`config.mk`:
```
export PLATFORM = sky130hd
export DESIGN_NAME = key_press_event_buffer
export DESIGN_NICKNAME = d
export VERILOG_FILES = /design/src/hdl/kpeb_pkg.sv /design/src/hdl/key_press_event_buffer.sv /design/src/hdl/kpeb_cell.sv
export VERILOG_INCLUDE_DIRS = /design/src /design/src/hdl
export SDC_FILE = /design/constraint.sdc
export NUM_CORES = 1
export LEC_CHECK = 0
export BUFFER_PORTS_ARGS = -buffer_cell sky130_fd_sc_hd__buf_2
export CAP_MARGIN = 25
export CORE_MARGIN = 2
export CORE_UTILIZATION = 65
export CTS_BUF_LIST = sky130_fd_sc_hd__clkbuf_2
export CTS_CLUSTER_DIAMETER = 120
export DETAILED_ROUTE_END_ITERATION = 8
export PLACE_DENSITY = 0.82
export SETUP_SLACK_MARGIN = 0.05
export SLEW_MARGIN = 20
export SYNTH_ARGS = -nofsm -noshare
export SYNTH_HDL_FRONTEND = slang
export SYNTH_SLANG_ARGS = --single-unit
```
`constraint.sdc`:
```
create_clock -name clk -period 12.3 [get_ports clk]
set_input_delay 2.46 -clock clk [delete_from_list [all_inputs] [get_ports clk]]
set_output_delay 2.46 -clock clk [all_outputs]
set_load 0.02 [all_outputs]
```
`src/hdl/key_press_event_buffer_assert.svh`:
```
// Assertion macros for the key press event buffer.
// Each property is sampled on clk and switched off while rst_n is low.
`ifndef KEY_PRESS_EVENT_BUFFER_ASSERT_SVH
`define KEY_PRESS_EVENT_BUFFER_ASSERT_SVH
`ifndef SYNTH
// Same-cycle implication.
`define KPEB_ASSERT_IMP(lbl, ante, cons) \
  lbl: assert property (@(posedge clk) disable iff (!rst_n) (ante) |-> (cons)) \
    else $error("kpeb assertion failed");
// Next-cycle implication.
`define KPEB_ASSERT_NXT(lbl, ante, cons) \
  lbl: assert property (@(posedge clk) disable iff (!rst_n) (ante) |=> (cons)) \
    else $error("kpeb assertion failed");
`else
`define KPEB_ASSERT_IMP(lbl, ante, cons)
`define KPEB_ASSERT_NXT(lbl, ante, cons)
`endif
`endif

```
`src/hdl/kpeb_pkg.sv`:
```
`timescale 1ns / 1ps
package kpeb_pkg;

  localparam int CODE_W = 7;
  localparam int BREAK_BIT = 7;

  // action codes
  localparam logic [2:0] ACT_FRAME  = 3'd0;
  localparam logic [2:0] ACT_CODE   = 3'd1;
  localparam logic [2:0] ACT_QUERY  = 3'd2;
  localparam logic [2:0] ACT_FLUSH  = 3'd3;
  localparam logic [2:0] ACT_IGNORE = 3'd4;

  typedef struct packed {
    logic [2:0] action;
    logic [7:0] scan_code;
    logic [7:0] ignore_frames;
  } in_t;

  typedef struct packed {
    logic       found;
    logic       dropped_oldest;
    logic [6:0] stored_count;
  } out_t;

  // controls broadcast to every cell of the store
  typedef struct packed {
    logic load;      // write the new code into the cell at the pointer
    logic shift_all; // every cell takes its upper neighbour
    logic scan;      // compare the cell at the pointer with the query
    logic compact;   // cells at and above the pointer take their upper neighbour
  } cell_ctrl_t;

endpackage

```
`src/hdl/key_press_event_buffer.sv`:
```
`timescale 1ns / 1ps
// Key press event buffer.
// Input channel in_valid / in_stall / in_data carries one command beat:
// frame start, scan code, query, flush or set ignore. Every beat gives
// exactly one result beat on out_valid / out_stall / out_data with the
// found flag, the dropped-oldest flag and the number of stored codes.
// Codes sit in a row of cells, oldest in cell 0. An append or a full-store
// shift is written into the cells as the beat is taken; apart from a walking
// query, the result appears the cycle after the beat. A query walks the row
// one cell per cycle from the oldest entry unless the receiver stalls, up
// to the match or the newest stored code; a hit closes the gap in the
// same cycle by shifting the upper cells down. in_stall is high while a
// query walks; other commands sustain one beat per cycle unless stalled.
// Reset empties the store, clears the ignore count and the discarding
// flag; cell contents are not cleared. When the receiver stalls, the result
// is held in the output register, a walking query pauses, and in_stall
// rises until the result beat is taken.
module key_press_event_buffer #(
  parameter int STORE_DEPTH = 64
) (
  input  logic            clk,
  input  logic            rst_n,
  input  logic            in_valid,
  output logic            in_stall,
  input  kpeb_pkg::in_t   in_data,
  output logic            out_valid,
  input  logic            out_stall,
  output kpeb_pkg::out_t  out_data
);

  `include "key_press_event_buffer_assert.svh"

  localparam int PTR_W = $clog2(STORE_DEPTH + 1);

  logic [PTR_W-1:0]            count_r, count_nxt;
  logic [PTR_W-1:0]            k_r, k_nxt;
  logic                        scan_r, scan_nxt;
  logic [7:0]                  q_r, q_nxt;
  logic [7:0]                  ign_r, ign_nxt;
  logic                        discard_r, discard_nxt;
  logic                        out_valid_r, out_valid_nxt;
  kpeb_pkg::out_t              out_r, out_nxt;

  logic                        in_acc;
  logic                        out_free;
  logic                        scan_go;
  logic                        scan_last;
  logic                        hit_any;
  logic                        full;
  logic                        is_append;
  logic                        res_go;
  logic                        res_found;
  logic                        res_drop;
  logic [PTR_W-1:0]            ptr;
  kpeb_pkg::cell_ctrl_t        ctl;
  logic [kpeb_pkg::CODE_W-1:0] cell_code [STORE_DEPTH];
  logic [STORE_DEPTH-1:0]      hit_vec;

  assign in_acc    = in_valid && !in_stall;
  assign out_free  = !out_valid_r || !out_stall;
  assign in_stall  = scan_r || !out_free;
  assign scan_go   = scan_r && out_free;
  assign hit_any   = |hit_vec;
  assign scan_last = ((k_r + PTR_W'(1)) == count_r);
  assign full      = (count_r == PTR_W'(STORE_DEPTH));
  assign is_append = in_acc && (in_data.action == kpeb_pkg::ACT_CODE) && !discard_r
                     && !in_data.scan_code[kpeb_pkg::BREAK_BIT];
  assign ptr       = scan_r ? k_r : count_r;

  // drive the row of cells
  always_comb begin
    ctl.load      = is_append && !full;
    ctl.shift_all = is_append && full;
    ctl.scan      = scan_go;
    ctl.compact   = scan_go && hit_any;
  end

  for (genvar i = 0; i < STORE_DEPTH; i++) begin : g_cell
    logic [kpeb_pkg::CODE_W-1:0] nbr;
    if (i == STORE_DEPTH - 1) begin : g_last
      assign nbr = in_data.scan_code[kpeb_pkg::CODE_W-1:0];
    end else begin : g_mid
      assign nbr = cell_code[i+1];
    end
    kpeb_cell #(
      .IDX   (i),
      .PTR_W (PTR_W)
    ) u_cell (
      .clk       (clk),
      .ctl       (ctl),
      .ptr       (ptr),
      .q_code    (q_r),
      .next_code (nbr),
      .load_code (in_data.scan_code[kpeb_pkg::CODE_W-1:0]),
      .code_o    (cell_code[i]),
      .hit_o     (hit_vec[i])
    );
  end

  // command decode and query walk
  always_comb begin
    count_nxt   = count_r;
    k_nxt       = k_r;
    scan_nxt    = scan_r;
    q_nxt       = q_r;
    ign_nxt     = ign_r;
    discard_nxt = discard_r;
    res_go      = 1'b0;
    res_found   = 1'b0;
    res_drop    = 1'b0;
    if (scan_go) begin
      if (hit_any) begin
        count_nxt = count_r - PTR_W'(1);
        scan_nxt  = 1'b0;
        res_go    = 1'b1;
        res_found = 1'b1;
      end else if (scan_last) begin
        scan_nxt = 1'b0;
        res_go   = 1'b1;
      end else begin
        k_nxt = k_r + PTR_W'(1);
      end
    end else if (in_acc) begin
      res_go = 1'b1;
      case (in_data.action)
        kpeb_pkg::ACT_FRAME: begin
          if (ign_r != 8'd0) begin
            ign_nxt     = ign_r - 8'd1;
            discard_nxt = 1'b1;
          end else begin
            discard_nxt = 1'b0;
          end
        end
        kpeb_pkg::ACT_CODE: begin
          if (is_append) begin
            if (full) begin
              res_drop = 1'b1;
            end else begin
              count_nxt = count_r + PTR_W'(1);
            end
          end
        end
        kpeb_pkg::ACT_QUERY: begin
          // start a walk unless nothing can match
          if (count_r != '0 && !in_data.scan_code[kpeb_pkg::BREAK_BIT]) begin
            res_go   = 1'b0;
            scan_nxt = 1'b1;
            k_nxt    = '0;
            q_nxt    = in_data.scan_code;
          end
        end
        kpeb_pkg::ACT_FLUSH: begin
          count_nxt   = '0;
          ign_nxt     = 8'd0;
          discard_nxt = 1'b0;
        end
        kpeb_pkg::ACT_IGNORE: begin
          ign_nxt = in_data.ignore_frames;
        end
        default: begin
        end
      endcase
    end
  end

  // result register: load a new beat or hold a stalled one
  always_comb begin
    out_nxt                = out_r;
    out_valid_nxt          = out_valid_r && out_stall;
    if (res_go) begin
      out_valid_nxt          = 1'b1;
      out_nxt.found          = res_found;
      out_nxt.dropped_oldest = res_drop;
      out_nxt.stored_count   = 7'(count_nxt);
    end
  end

  always_ff @(posedge clk) begin
    if (!rst_n) begin
      count_r     <= '0;
      k_r         <= '0;
      scan_r      <= 1'b0;
      ign_r       <= 8'd0;
      discard_r   <= 1'b0;
      out_valid_r <= 1'b0;
    end else begin
      count_r     <= count_nxt;
      k_r         <= k_nxt;
      scan_r      <= scan_nxt;
      ign_r       <= ign_nxt;
      discard_r   <= discard_nxt;
      out_valid_r <= out_valid_nxt;
    end
  end

  always_ff @(posedge clk) begin
    q_r   <= q_nxt;
    out_r <= out_nxt;
  end

  assign out_valid = out_valid_r;
  assign out_data  = out_r;

  `KPEB_ASSERT_IMP(a_count_bound, 1'b1, count_r <= PTR_W'(STORE_DEPTH))
  `KPEB_ASSERT_IMP(a_walk_stalls, scan_r, in_stall)
  `KPEB_ASSERT_IMP(a_walk_in_range, scan_r, k_r < count_r)
  `KPEB_ASSERT_IMP(a_single_hit, 1'b1, $onehot0(hit_vec))
  `KPEB_ASSERT_NXT(a_hit_reports, scan_go && hit_any, out_valid_r && out_r.found)

endmodule

```
`src/hdl/kpeb_cell.sv`:
```
`timescale 1ns / 1ps
module kpeb_cell #(
  parameter int IDX   = 0,
  parameter int PTR_W = 7
) (
  input  logic                       clk,
  input  kpeb_pkg::cell_ctrl_t       ctl,
  input  logic [PTR_W-1:0]           ptr,
  input  logic [7:0]                 q_code,
  input  logic [kpeb_pkg::CODE_W-1:0] next_code,
  input  logic [kpeb_pkg::CODE_W-1:0] load_code,
  output logic [kpeb_pkg::CODE_W-1:0] code_o,
  output logic                       hit_o
);

  logic [kpeb_pkg::CODE_W-1:0] code_r;
  logic                        at_ptr;
  logic                        above_ptr;

  assign at_ptr    = (ptr == PTR_W'(IDX));
  assign above_ptr = (PTR_W'(IDX) >= ptr);

  // compare the held code with the query; a break code never matches
  assign hit_o  = ctl.scan && at_ptr && ({1'b0, code_r} == q_code);
  assign code_o = code_r;

  // load a new code, or take the neighbour's code on a shift
  always_ff @(posedge clk) begin
    if (ctl.load && at_ptr) begin
      code_r <= load_code;
    end else if (ctl.shift_all || (ctl.compact && above_ptr)) begin
      code_r <= next_code;
    end
  end

endmodule

```
==> flow_metrics.env <==
export IMPL_synth_enable_flop_cells=465
export IMPL_track_usage=0.357
export IMPL_firstDrtPassIters=7
export IMPL_via_per_inst=6.83
export IMPL_setup_viol=0
export IMPL_maxCapViolCount=0
export IMPL_io_pins=34
export IMPL_yosys_warnings=0
export IMPL_cpPeakStageDelay_ps=730
export IMPL_clk_path_buf_depth=3
export IMPL_clock_latency_ps=1220
export IMPL_hold_viol_final=0
export IMPL_postLayoutCoreUtil=0.695
export IMPL_syn_cell_area_um2=28900
export IMPL_cp_end_kind="register"
export IMPL_postRouteAntennaNets=0
export IMPL_cp_max_fo=53
export IMPL_ir_drop_uv=120
export IMPL_fin_worst_skew_ps=122
export IMPL_grt_start_max_net_pins=66
export IMPL_synth_top_area_share=0.484
export IMPL_slew_headroom=0.253
export IMPL_fp_dieW_um=215
export IMPL_timing_final_crit_share=0.532
export IMPL_status="finished clean"
export IMPL_total_power_mw=3.06
export IMPL_cts_setup_buffers=0
export IMPL_power_density_nw_per_um2=100
export IMPL_grt_pass1_vias=21100
export IMPL_vias=21000
export IMPL_async_reset_ff_frac=0
export IMPL_period_minus_slack_ps=6540
export IMPL_setup_worst_path_start_class="register"
export IMPL_cts_root_buf="clkbuf_2"
export IMPL_numClockSinks=490
export IMPL_hp_class="register to register"
export IMPL_fp_dieH_um=215
export IMPL_synth_fp_nets=2361
export IMPL_final_max_slew_viol_count=0
export IMPL_nets=2400
export IMPL_critPathArrivalTime_ps=7270
export IMPL_grt_pass1_wl_um=125000
export IMPL_required_ps=13030
export IMPL_fmax_ghz=0.153
export IMPL_cts_tree="yes"
export IMPL_area_delta_synth_final_pct=5.99
export IMPL_synth_seq_cells=490
export IMPL_synth_most_common_cell="edfxtp_1"
export IMPL_crit_slowest_cell="a21o_4"
export IMPL_synth_cells=2333
export IMPL_drt_initial_drc_count=3145
export IMPL_synth_top_area_cell="edfxtp_1"
export IMPL_avgSynthCellArea_um2=12.4
export IMPL_clkSlewWorstSetupHoldPaths_ps=140
export IMPL_fin_hold_ws_ps=535
export IMPL_portBuffers=33
export IMPL_grt_overflow=0
export IMPL_ys_top_cells_by_count="edfxtp_1, mux2_2, xor2_1, xnor2_1, nand2_1"
export IMPL_leakagePower_nw=10.6
export IMPL_yosys_top_cells_area="edfxtp_1, mux2_2, xor2_1"
export IMPL_antenna_found_initial=2
export IMPL_postCtsHoldBufs=0
export IMPL_wl_per_cell_um=26.9
export IMPL_place_gp_congestion=0.995
export IMPL_final_setup_tns_ps=0
export IMPL_rsz0062_at_grt="no"
export IMPL_max_slew_worst_pin_slew_ps=1120
export IMPL_crit_type="register to register"
export IMPL_drcViolationCount=0
export IMPL_synth_flop_cell="edfxtp_1"
export IMPL_cts_buffers=121
export IMPL_die_area_um2=46100
export IMPL_dp_hpwl_um=52000
export IMPL_ys_seq_area_frac=0.501
export IMPL_cts_resized=0
export IMPL_h_tree_depth=3
export IMPL_drive_gt1_frac=0.306
export IMPL_cp_cell_sequence="buf_4 > buf_4 > xor2_1 > nor4_1 > nand2_1 > o22ai_1 > nor4_1 > nand4_2 > nor4_4 > a21o_4 > inv_2 > nor2_2 > o21ai_0"
export IMPL_start_util=0.656
export IMPL_core_area_um2=44000
export IMPL_wirelength_um=82700
export IMPL_fp_row_count=77
export IMPL_synth_distinct_cells=82
## flip-flops by register name, indices dropped and copies added (netlist names)
signal and count:
ign_r 8, out_data 9, k_r 7, count_r 7
g_cell.u_cell.code_o 448, q_r 8, scan_r 1, discard_r 1
out_valid 1
## worst paths after layout
path                                                         endpoint  slack, ps  cells after the start                                   from
worst max-delay path             g_cell[4].u_cell.code_o[1]$_DFFE_PP_       5760                     13                       q_r[5]$_DFFE_PP_
worst min-delay path            g_cell[19].u_cell.code_o[5]$_DFFE_PP_        530                      1  g_cell[20].u_cell.code_o[5]$_DFFE_PP_
worst max register to register   g_cell[4].u_cell.code_o[1]$_DFFE_PP_       5760                     13                       q_r[5]$_DFFE_PP_
worst min register to register  g_cell[19].u_cell.code_o[5]$_DFFE_PP_        530                      1  g_cell[20].u_cell.code_o[5]$_DFFE_PP_
## placed cells by master (no fill, tap or decap), drive strengths merged, types with 16 or more instances in the layout
cell and instances:
xor2 332, mux2 444, buf 84, nor4 86, dfxtp 25, o211ai 23
clkbuf 172, o21ai 36, nand4 39, nor2 68, nand2b 16, nor3 42
inv 22, nand3 61, nand2 105, edfxtp 465, clkinv 52, a21oi 71
xnor2 125, or3 17, a22oi 19
## cell families after synthesis
family | synth area share
DFF | 0.501
and+or+nand+nor | 0.0910
xor gates and xnor gates | 0.139
muxes | 0.175
AOI/OAI and AO/OA | 0.0621
buffers and inverters | 0.0298
adders and majority gates | 0.00217
## layer usage
| layer | part of all wire | vias up | GRT usage |
|---|---|---|---|
| met5 | 0.00016 | - | 0 |
| met4 | 0.058 | 2 | 0.198 |
| met3 | 0.13 | 361 | 0.0896 |
| met2 | 0.44 | 1582 | 0.532 |
| met1 | 0.37 | 10100 | 0.480 |
| li1 | - | 8875 | - |
## worst max-delay path: cells and delay by family (launching register included)
kind            cells  cell delay [ps]
compound gates      3             1460
xor+xnor            1              200
buf+inv             3             1740
flops               1              330
simple gates        6             2330
## report_power, final
part           total, mW  internal, mW  switching, mW
clock               1.18         0.465          0.711
combinational     0.0800        0.0186         0.0614
sequential          1.80          1.80        0.00370
## through the flow
step           instance area, um^2  std cells  setup slack [ps]
2_1_floorplan                28900       2333              7090
3_3_place_gp                 29300       2835              6050
3_5_place_dp                 29400       2837              5780
4_1_cts                      30500       3065              6090
5_1_grt                      30600       3070              5700
6_report                     30600       3070              5760
## layout make-up
| class | instances | area [um^2] |
|---|---|---|
| inverter | 20 | 75.1 |
| timing repair buffer | 86 | 548 |
| fill | 3092 | 13400 |
| clock buffer | 170 | 851 |
| antenna | 1 | 2.50 |
| tap | 592 | 741 |
| multi-input combinational | 1653 | 13600 |
| clock inverter | 58 | 340 |
| sequential | 490 | 14500 |
No activity file was read; power rests on OpenSTA's default activity.
